## src/sv/fcr_pkg.sv

```systemverilog
// ----------------------------------------------------------------------------
// fcr_pkg
// Types and constants shared by the framed command receiver and its lanes.
// ----------------------------------------------------------------------------
package fcr_pkg;

  localparam logic [7:0] FRAME_MARK   = 8'hA5;
  localparam logic [7:0] CMD_LED      = 8'h01;
  localparam logic [7:0] CMD_BUZZER   = 8'h02;
  localparam logic [7:0] CMD_SET_TIME = 8'h03;
  localparam logic [7:0] APPLY_FLAG   = 8'h01;
  localparam logic [7:0] SEC_MIN_LAST = 8'd59;
  localparam logic [7:0] HOUR_LAST    = 8'd23;

  localparam logic [7:0] HOUR_RESET   = 8'd10;
  localparam logic [7:0] MINUTE_RESET = 8'd55;
  localparam logic [7:0] SECOND_RESET = 8'd30;

  localparam logic [2:0] REPLY_NONE     = 3'd0;
  localparam logic [2:0] REPLY_LED_ON   = 3'd1;
  localparam logic [2:0] REPLY_LED_OFF  = 3'd2;
  localparam logic [2:0] REPLY_BEEP_ON  = 3'd3;
  localparam logic [2:0] REPLY_BEEP_OFF = 3'd4;
  localparam logic [2:0] REPLY_TIME_SET = 3'd5;

  typedef struct packed {
    logic [7:0] hour;
    logic [7:0] minute;
    logic [7:0] second;
  } tod_t;

  // What the frame lane found in one command beat.
  typedef struct packed {
    logic ok;
    logic cmd_led;
    logic cmd_buzzer;
    logic cmd_time;
    logic apply;
  } frame_res_t;

endpackage

```

## src/sv/fcr_frame_lane.sv

```systemverilog
// ----------------------------------------------------------------------------
// fcr_frame_lane
// Checks header, trailer and checksum of one frame and decodes its command.
// ----------------------------------------------------------------------------
module fcr_frame_lane import fcr_pkg::*; (
  input  logic [7:0]  byte_0,
  input  logic [7:0]  byte_1,
  input  logic [7:0]  byte_2,
  input  logic [7:0]  byte_3,
  input  logic [7:0]  byte_4,
  input  logic [7:0]  byte_5,
  input  logic [7:0]  byte_6,
  input  logic [7:0]  byte_7,
  output frame_res_t  res
);

  logic [7:0] sum;

  assign sum = byte_1 + byte_2 + byte_3 + byte_4 + byte_5;

  always_comb begin
    res.ok         = (byte_0 == FRAME_MARK) && (byte_7 == FRAME_MARK) && (byte_6 == sum);
    res.cmd_led    = (byte_1 == CMD_LED);
    res.cmd_buzzer = (byte_1 == CMD_BUZZER);
    res.cmd_time   = (byte_1 == CMD_SET_TIME);
    res.apply      = (byte_5 == APPLY_FLAG);
  end

endmodule

```

## src/sv/fcr_tick_lane.sv

```systemverilog
// ----------------------------------------------------------------------------
// fcr_tick_lane
// Computes the time of day one second after the given time.
// ----------------------------------------------------------------------------
module fcr_tick_lane import fcr_pkg::*; (
  input  tod_t now,
  output tod_t next
);

  always_comb begin
    next = now;
    // Carries happen only on exact equality, so out-of-range counts just wrap at 256.
    if (now.second == SEC_MIN_LAST) begin
      next.second = '0;
      if (now.minute == SEC_MIN_LAST) begin
        next.minute = '0;
        if (now.hour == HOUR_LAST) begin
          next.hour = '0;
        end else begin
          next.hour = now.hour + 8'd1;
        end
      end else begin
        next.minute = now.minute + 8'd1;
      end
    end else begin
      next.second = now.second + 8'd1;
    end
  end

endmodule

```

## src/sv/framed_command_receiver_clock.sv

```systemverilog
// ----------------------------------------------------------------------------
// framed_command_receiver_clock
// Framed command receiver with LED, buzzer and time-of-day clock.
// ----------------------------------------------------------------------------
// Each input beat carries either a one-second tick (in_item_kind = 1) or a
// whole 8-byte command frame (in_item_kind = 0). A frame lane and a tick lane
// evaluate the beat side by side; a merge stage picks the new state and
// reply. Each input beat yields exactly one output beat showing frame
// validity, the reply code and the device and clock state after the beat.
// The result sits in the output register on the cycle after the input beat is
// accepted. Throughput is one beat per cycle while out_stall stays low, set by
// the single output register that the receiver drains.
// While the output register holds an untaken result and out_stall is high,
// in_stall is high and nothing new is accepted; the held result stays put.
// Synchronous reset (rst_n low) sets LED and buzzer off and the clock to
// 10:55:30, empties the output register and holds in_stall high.
// ----------------------------------------------------------------------------
module framed_command_receiver_clock import fcr_pkg::*; (
  input  logic       clk,
  input  logic       rst_n,
  input  logic       in_valid,
  output logic       in_stall,
  input  logic       in_item_kind,
  input  logic [7:0] in_frame_byte_0,
  input  logic [7:0] in_frame_byte_1,
  input  logic [7:0] in_frame_byte_2,
  input  logic [7:0] in_frame_byte_3,
  input  logic [7:0] in_frame_byte_4,
  input  logic [7:0] in_frame_byte_5,
  input  logic [7:0] in_frame_byte_6,
  input  logic [7:0] in_frame_byte_7,
  output logic       out_valid,
  input  logic       out_stall,
  output logic       out_frame_ok,
  output logic [2:0] out_reply_code,
  output logic       out_led_lit,
  output logic       out_buzzer_on,
  output logic [7:0] out_hour_now,
  output logic [7:0] out_minute_now,
  output logic [7:0] out_second_now
);

  logic       led_r, led_nxt;
  logic       buzzer_r, buzzer_nxt;
  tod_t       tod_r, tod_nxt;
  tod_t       tod_tick;
  frame_res_t frame_res;
  logic       ok_nxt;
  logic [2:0] reply_nxt;
  logic       accept;

  logic       out_valid_r;
  logic       out_ok_r;
  logic [2:0] out_reply_r;
  logic       out_led_r;
  logic       out_buzzer_r;
  tod_t       out_tod_r;

  fcr_frame_lane u_frame_lane (
    .byte_0 (in_frame_byte_0),
    .byte_1 (in_frame_byte_1),
    .byte_2 (in_frame_byte_2),
    .byte_3 (in_frame_byte_3),
    .byte_4 (in_frame_byte_4),
    .byte_5 (in_frame_byte_5),
    .byte_6 (in_frame_byte_6),
    .byte_7 (in_frame_byte_7),
    .res    (frame_res)
  );

  fcr_tick_lane u_tick_lane (
    .now  (tod_r),
    .next (tod_tick)
  );

  assign in_stall = !rst_n || (out_valid_r && out_stall);
  assign accept   = in_valid && !in_stall;

  // Merge stage: combine what the lanes found into the next state and reply.
  always_comb begin
    led_nxt    = led_r;
    buzzer_nxt = buzzer_r;
    tod_nxt    = tod_r;
    ok_nxt     = 1'b0;
    reply_nxt  = REPLY_NONE;
    if (in_item_kind) begin
      tod_nxt = tod_tick;
    end else if (frame_res.ok) begin
      ok_nxt = 1'b1;
      if (frame_res.cmd_led) begin
        led_nxt   = frame_res.apply;
        reply_nxt = frame_res.apply ? REPLY_LED_ON : REPLY_LED_OFF;
      end else if (frame_res.cmd_buzzer) begin
        buzzer_nxt = frame_res.apply;
        reply_nxt  = frame_res.apply ? REPLY_BEEP_ON : REPLY_BEEP_OFF;
      end else if (frame_res.cmd_time && frame_res.apply) begin
        tod_nxt.hour   = in_frame_byte_2;
        tod_nxt.minute = in_frame_byte_3;
        tod_nxt.second = in_frame_byte_4;
        reply_nxt      = REPLY_TIME_SET;
      end
    end
  end

  always_ff @(posedge clk) begin
    if (!rst_n) begin
      led_r       <= 1'b0;
      buzzer_r    <= 1'b0;
      tod_r       <= '{hour: HOUR_RESET, minute: MINUTE_RESET, second: SECOND_RESET};
      out_valid_r <= 1'b0;
    end else begin
      if (accept) begin
        led_r       <= led_nxt;
        buzzer_r    <= buzzer_nxt;
        tod_r       <= tod_nxt;
        out_valid_r <= 1'b1;
      end else if (!out_stall) begin
        out_valid_r <= 1'b0;
      end
    end
  end

  always_ff @(posedge clk) begin
    if (accept) begin
      out_ok_r     <= ok_nxt;
      out_reply_r  <= reply_nxt;
      out_led_r    <= led_nxt;
      out_buzzer_r <= buzzer_nxt;
      out_tod_r    <= tod_nxt;
    end
  end

  assign out_valid      = out_valid_r;
  assign out_frame_ok   = out_ok_r;
  assign out_reply_code = out_reply_r;
  assign out_led_lit    = out_led_r;
  assign out_buzzer_on  = out_buzzer_r;
  assign out_hour_now   = out_tod_r.hour;
  assign out_minute_now = out_tod_r.minute;
  assign out_second_now = out_tod_r.second;

  // A result beat always follows an accepted input beat.
  a_accept_yields_result: assert property (@(posedge clk) disable iff (!rst_n)
    accept |=> out_valid)
    else $error("accepted beat produced no result");

  // A rejected frame or a tick never reports an action.
  a_no_reply_without_ok: assert property (@(posedge clk) disable iff (!rst_n)
    (out_valid && !out_frame_ok) |-> (out_reply_code == REPLY_NONE))
    else $error("reply code set on a beat that was not a valid frame");

  // The shown LED state only moves when a new beat is taken.
  a_led_holds_without_accept: assert property (@(posedge clk) disable iff (!rst_n)
    (out_valid && !$past(accept)) |-> $stable(out_led_lit))
    else $error("LED state changed without an accepted beat");

  // The output reflects the device state registers.
  a_led_matches_state: assert property (@(posedge clk) disable iff (!rst_n)
    out_valid |-> (out_led_lit == led_r && out_buzzer_on == buzzer_r))
    else $error("output device state differs from internal state");

endmodule

```

## config.mk

```make
export PLATFORM = sky130hd
export DESIGN_NAME = framed_command_receiver_clock
export DESIGN_NICKNAME = d
export VERILOG_FILES = /design/src/sv/fcr_pkg.sv /design/src/sv/fcr_frame_lane.sv /design/src/sv/fcr_tick_lane.sv /design/src/sv/framed_command_receiver_clock.sv
export SDC_FILE = /design/constraint.sdc
export NUM_CORES = 1
export LEC_CHECK = 0
export BUFFER_PORTS_ARGS = -buffer_cell sky130_fd_sc_hd__buf_2
export CAP_MARGIN = 25
export CORE_ASPECT_RATIO = 0.7
export CORE_MARGIN = 5
export CORE_UTILIZATION = 40
export CTS_CLUSTER_DIAMETER = 100
export CTS_CLUSTER_SIZE = 40
export DETAILED_ROUTE_END_ITERATION = 7
export GPL_TIMING_DRIVEN = 0
export MAX_ROUTING_LAYER = met4
export PLACE_DENSITY = 0.58
export SKIP_LAST_GASP = 1
export SYNTH_ARGS = -nofsm -noshare
export SYNTH_HDL_FRONTEND = slang
export SYNTH_SLANG_ARGS = --single-unit
export TNS_END_PERCENT = 100
```

## constraint.sdc

```tcl
create_clock -name clk -period 10.7 [get_ports clk]
set_input_delay 3.21 -clock clk [delete_from_list [all_inputs] [get_ports clk]]
set_output_delay 3.21 -clock clk [all_outputs]
set_load 0.005 [all_outputs]
```

==> impl_metrics.py <==
metrics = {
    "status": {
        "status": "completed",
    },
    "setup_path": {
        "endpoint_kind": "flop",
        "required_ns": 10.75,
        "cp.arrival_ns": 8.00,
        "rrSetupSlack_ns": 7.43,
        "r2r-start": "tod_r[0]$_SDFFE_PN0P_",
        "slowest_delay_ns": 0.74,
        "critical_path_buf_inv_count": 6,
        "startpoint_type": "primary input",
        "crit_fanout": 10,
        "r2r_end": "out_minute_now[0]$_DFFE_PP_",
        "path_cells": "buf_2, inv_1, fa_1, inv_1, fa_1, inv_1, fa_1, inv_1, ha_1, xnor2_1, o211ai_1, a21boi_0, a21oi_1, a31oi_1, clkbuf_1, o21ai_0, o311ai_0",
        "crit_family": "compound AO/OA/AOI/OAI gates",
        "r2r_cells": 9,
        "crit_top_cell": "inv_1",
        "critPathKind": "primary input to flop",
        "cpMaxStageDelayCell": "a31oi_1",
    },
    "pwr": {
        "p_leak_nw": 2.15,
        "pwr_density_cell_nw_per_um2": 155,
        "vdd_drop_max_v": 0.0000960,
    },
    "sta": {
        "final.setup_skew_ns": 0.00827,
        "rsz0062_at_grt": "no",
        "post-route-min-period_ns": 7.95,
        "timing.fmax_mhz": 126,
        "slew_headroom_pct": 30.6,
        "final_max_slew_viol_count": 0,
        "setup_viol": 0,
        "hold_viol": 0,
        "worst_pin_slew_ns": 1.04,
        "setup_tns_ns": 0,
        "fin_crit_sh_pct": 74.3,
    },
    "floorplanning": {
        "die_w_um": 134,
        "die_y_um": 96.6,
        "die-area_um2": 12900,
        "start_util_pct": 41.2,
        "coreArea_um2": 10400,
        "io_pins": 101,
        "num_rows": 31,
    },
    "drt": {
        "drc": 0,
        "vias": 4161,
        "ant_nets": 0,
        "vias_per_cell": 5.84,
        "wl_um": 14300,
        "wl_per_cell_um": 20.1,
        "firstDrtPassIters": 5,
        "drt_iter0_drc": 420,
    },
    "cts": {
        "cts_hold_buf": 0,
        "cts_resized": 0,
        "cts_buffers": 9,
        "clock_sinks": 57,
        "postCtsSetupBuffers": 0,
        "cts.clk_slew.worst_paths_ns": 0.05,
        "cts_tree": "done",
        "root_buffer": "clkbuf_16",
        "clock_latency_ns": 0.33,
        "h-tree-depth": 3,
        "clockBufferDepth": 2,
    },
    "logic_synthesis": {
        "synth.avg_cell_area_um2": 9.26,
        "synth_cell_types": 70,
        "synth_cells": 463,
        "synth.net_count": 563,
        "synth-main-ff-cell": "edfxtp_1",
        "synth_area_leaders": "edfxtp_1 (21%), dfxtp_1 (13%), fa_1 (9.3%)",
        "yosysSeqAreaShare_pct": 33.6,
        "yosysWarnings": 0,
        "synth_area_um2": 4290,
        "yosysTopAreaCell": "edfxtp_1",
        "synth_edf_count": 30,
        "async_flop_share_pct": 0,
        "synth_top_area_share_pct": 21.0,
        "ys_seq_elements": 57,
    },
    "placed_design": {
        "place_hpwl_um": 11200,
        "io_buffers": 99,
        "gp_congestion": 0.917,
        "dpl_cell_area_um2": 4970,
    },
    "cells_and_area": {
        "area_growth_pct": 23.4,
        "layout-drive-gt1-share_pct": 23.6,
        "final_common_cell": "buf_2",
        "layout_common_cells": "buf_2 (105), nand2_1 (44), nor2_1 (30), edfxtp_1 (30), dfxtp_1 (27)",
        "nNetsFinal": 675,
        "design_area_um2": 5290,
        "diodes": 0,
    },
    "hold_path": {
        "min_path_type": "flop to flop",
        "min_path_cells": 2,
        "min_to": "tod_r[23]$_SDFFE_PN0P_",
        "hp-start": "tod_r[23]$_SDFFE_PN0P_",
    },
    "global_route": {
        "grt_max_degree": 21,
        "overflow": 0,
        "grtUsageTotal_pct": 22.8,
        "grt_pass1_vias": 4205,
        "grt_antenna_before_repair": 0,
        "grt_pass1_wl_um": 22500,
    },
    "flow_run": {
        "drv_cap": 0,
    },
}
-- metal layers --
| metal | GRT usage (%) | part of all wire [%] | vias up |
|---|---|---|---|
| li1 | - | - | 1944 |
| met3 | 6.74 | 10 | 23 |
| met4 | 5.30 | 1.5 | 0 |
| met1 | 32.9 | 46 | 1984 |
| met5 | - | 0 | - |
| met2 | 31.3 | 42 | 210 |
-- worst register-to-register path, cell delays in order (launching register included) --
cell and delay, ns:
dfxtp_1 0.42, ha_1 0.27, nand2_1 0.11, nor4b_2 0.86
nand2_1 0.29, nand2_1 0.23, clkbuf_1 0.42, nor3_1 0.09
a21oi_1 0.19, nand2_1 0.13
-- kinds of logic after synthesis --
kind of cell,share of synthesized area (%)
buffers and inverters,4.35
AO/OA/AOI/OAI,18.3
multiplexers,5.08
AND/OR/NAND/NOR,21.1
flip-flops,33.6
adder cells (fa/ha/maj),12.6
XOR/XNOR,5.02
-- power breakdown --
group          switching (W)  internal, W
combinational       0.000166     0.000109
clock               0.000100     0.000201
sequential        0.00000509     0.000239
total               0.000271     0.000548
-- through the flow --
step / setup WS, ns / std cells / hold WS, ns / utilization (%) / power, W
2_1_floorplan: 3.50 / 463 / 0.475 / - / 0.000438
3_3_place_gp: 2.55 / 694 / 0.518 / 47.6 / 0.000511
3_5_place_dp: 2.52 / 695 / 0.530 / 47.9 / 0.000518
4_1_cts: 2.79 / 711 / 0.536 / 50.8 / 0.000821
5_1_grt: 2.45 / 712 / 0.586 / 50.9 / 0.000863
6_report: 2.75 / 712 / 0.535 / 50.9 / 0.000819
-- synthesized netlist by cell type (all sizes together) (15+ instances only) --
cell type	n
and3	15
inv	23
nor3	17
o21ai	26
dfxtp	27
fa	20
mux2i	15
a21oi	23
nand2	45
edfxtp	30
xnor2	15
clkbuf	16
nor2	30
-- layout make-up --
cell class                      instances  area [um2]
Fill cell                            1016        5100
Multi-Input combinational cell        360        2660
Sequential cell                        57        1440
Timing Repair Buffer                  101         528
Clock buffer                            9         225
Tap cell                              132         165
Buffer                                 23         100
Inverter                               23        86.3
Clock inverter                          7        85.1
-- flip-flops by register name, summed over array words and instances, names as in the netlist --
| signal | flops |
|---|---|
| out_hour_now | 8 |
| out_valid | 1 |
| led_r | 1 |
| out_second_now | 8 |
| out_led_lit | 1 |
| out_frame_ok | 1 |
| out_reply_code | 3 |
| out_minute_now | 8 |
| out_buzzer_on | 1 |
| tod_r | 24 |
| buzzer_r | 1 |
-- worst max path at each step --
stage	endpoint	from	cells after the start
after floorplan	out_minute_now[7]$_DFFE_PP_	in_frame_byte_1[6]	16
after detailed placement	out_hour_now[3]$_DFFE_PP_	in_frame_byte_3[6]	17
final	out_hour_now[3]$_DFFE_PP_	in_frame_byte_3[6]	17
after global routing	out_hour_now[3]$_DFFE_PP_	in_frame_byte_1[6]	17
after global placement	out_hour_now[3]$_DFFE_PP_	in_frame_byte_3[6]	17
after CTS	out_hour_now[3]$_DFFE_PP_	in_frame_byte_3[6]	17
No activity file was read; power rests on OpenSTA's default activity.
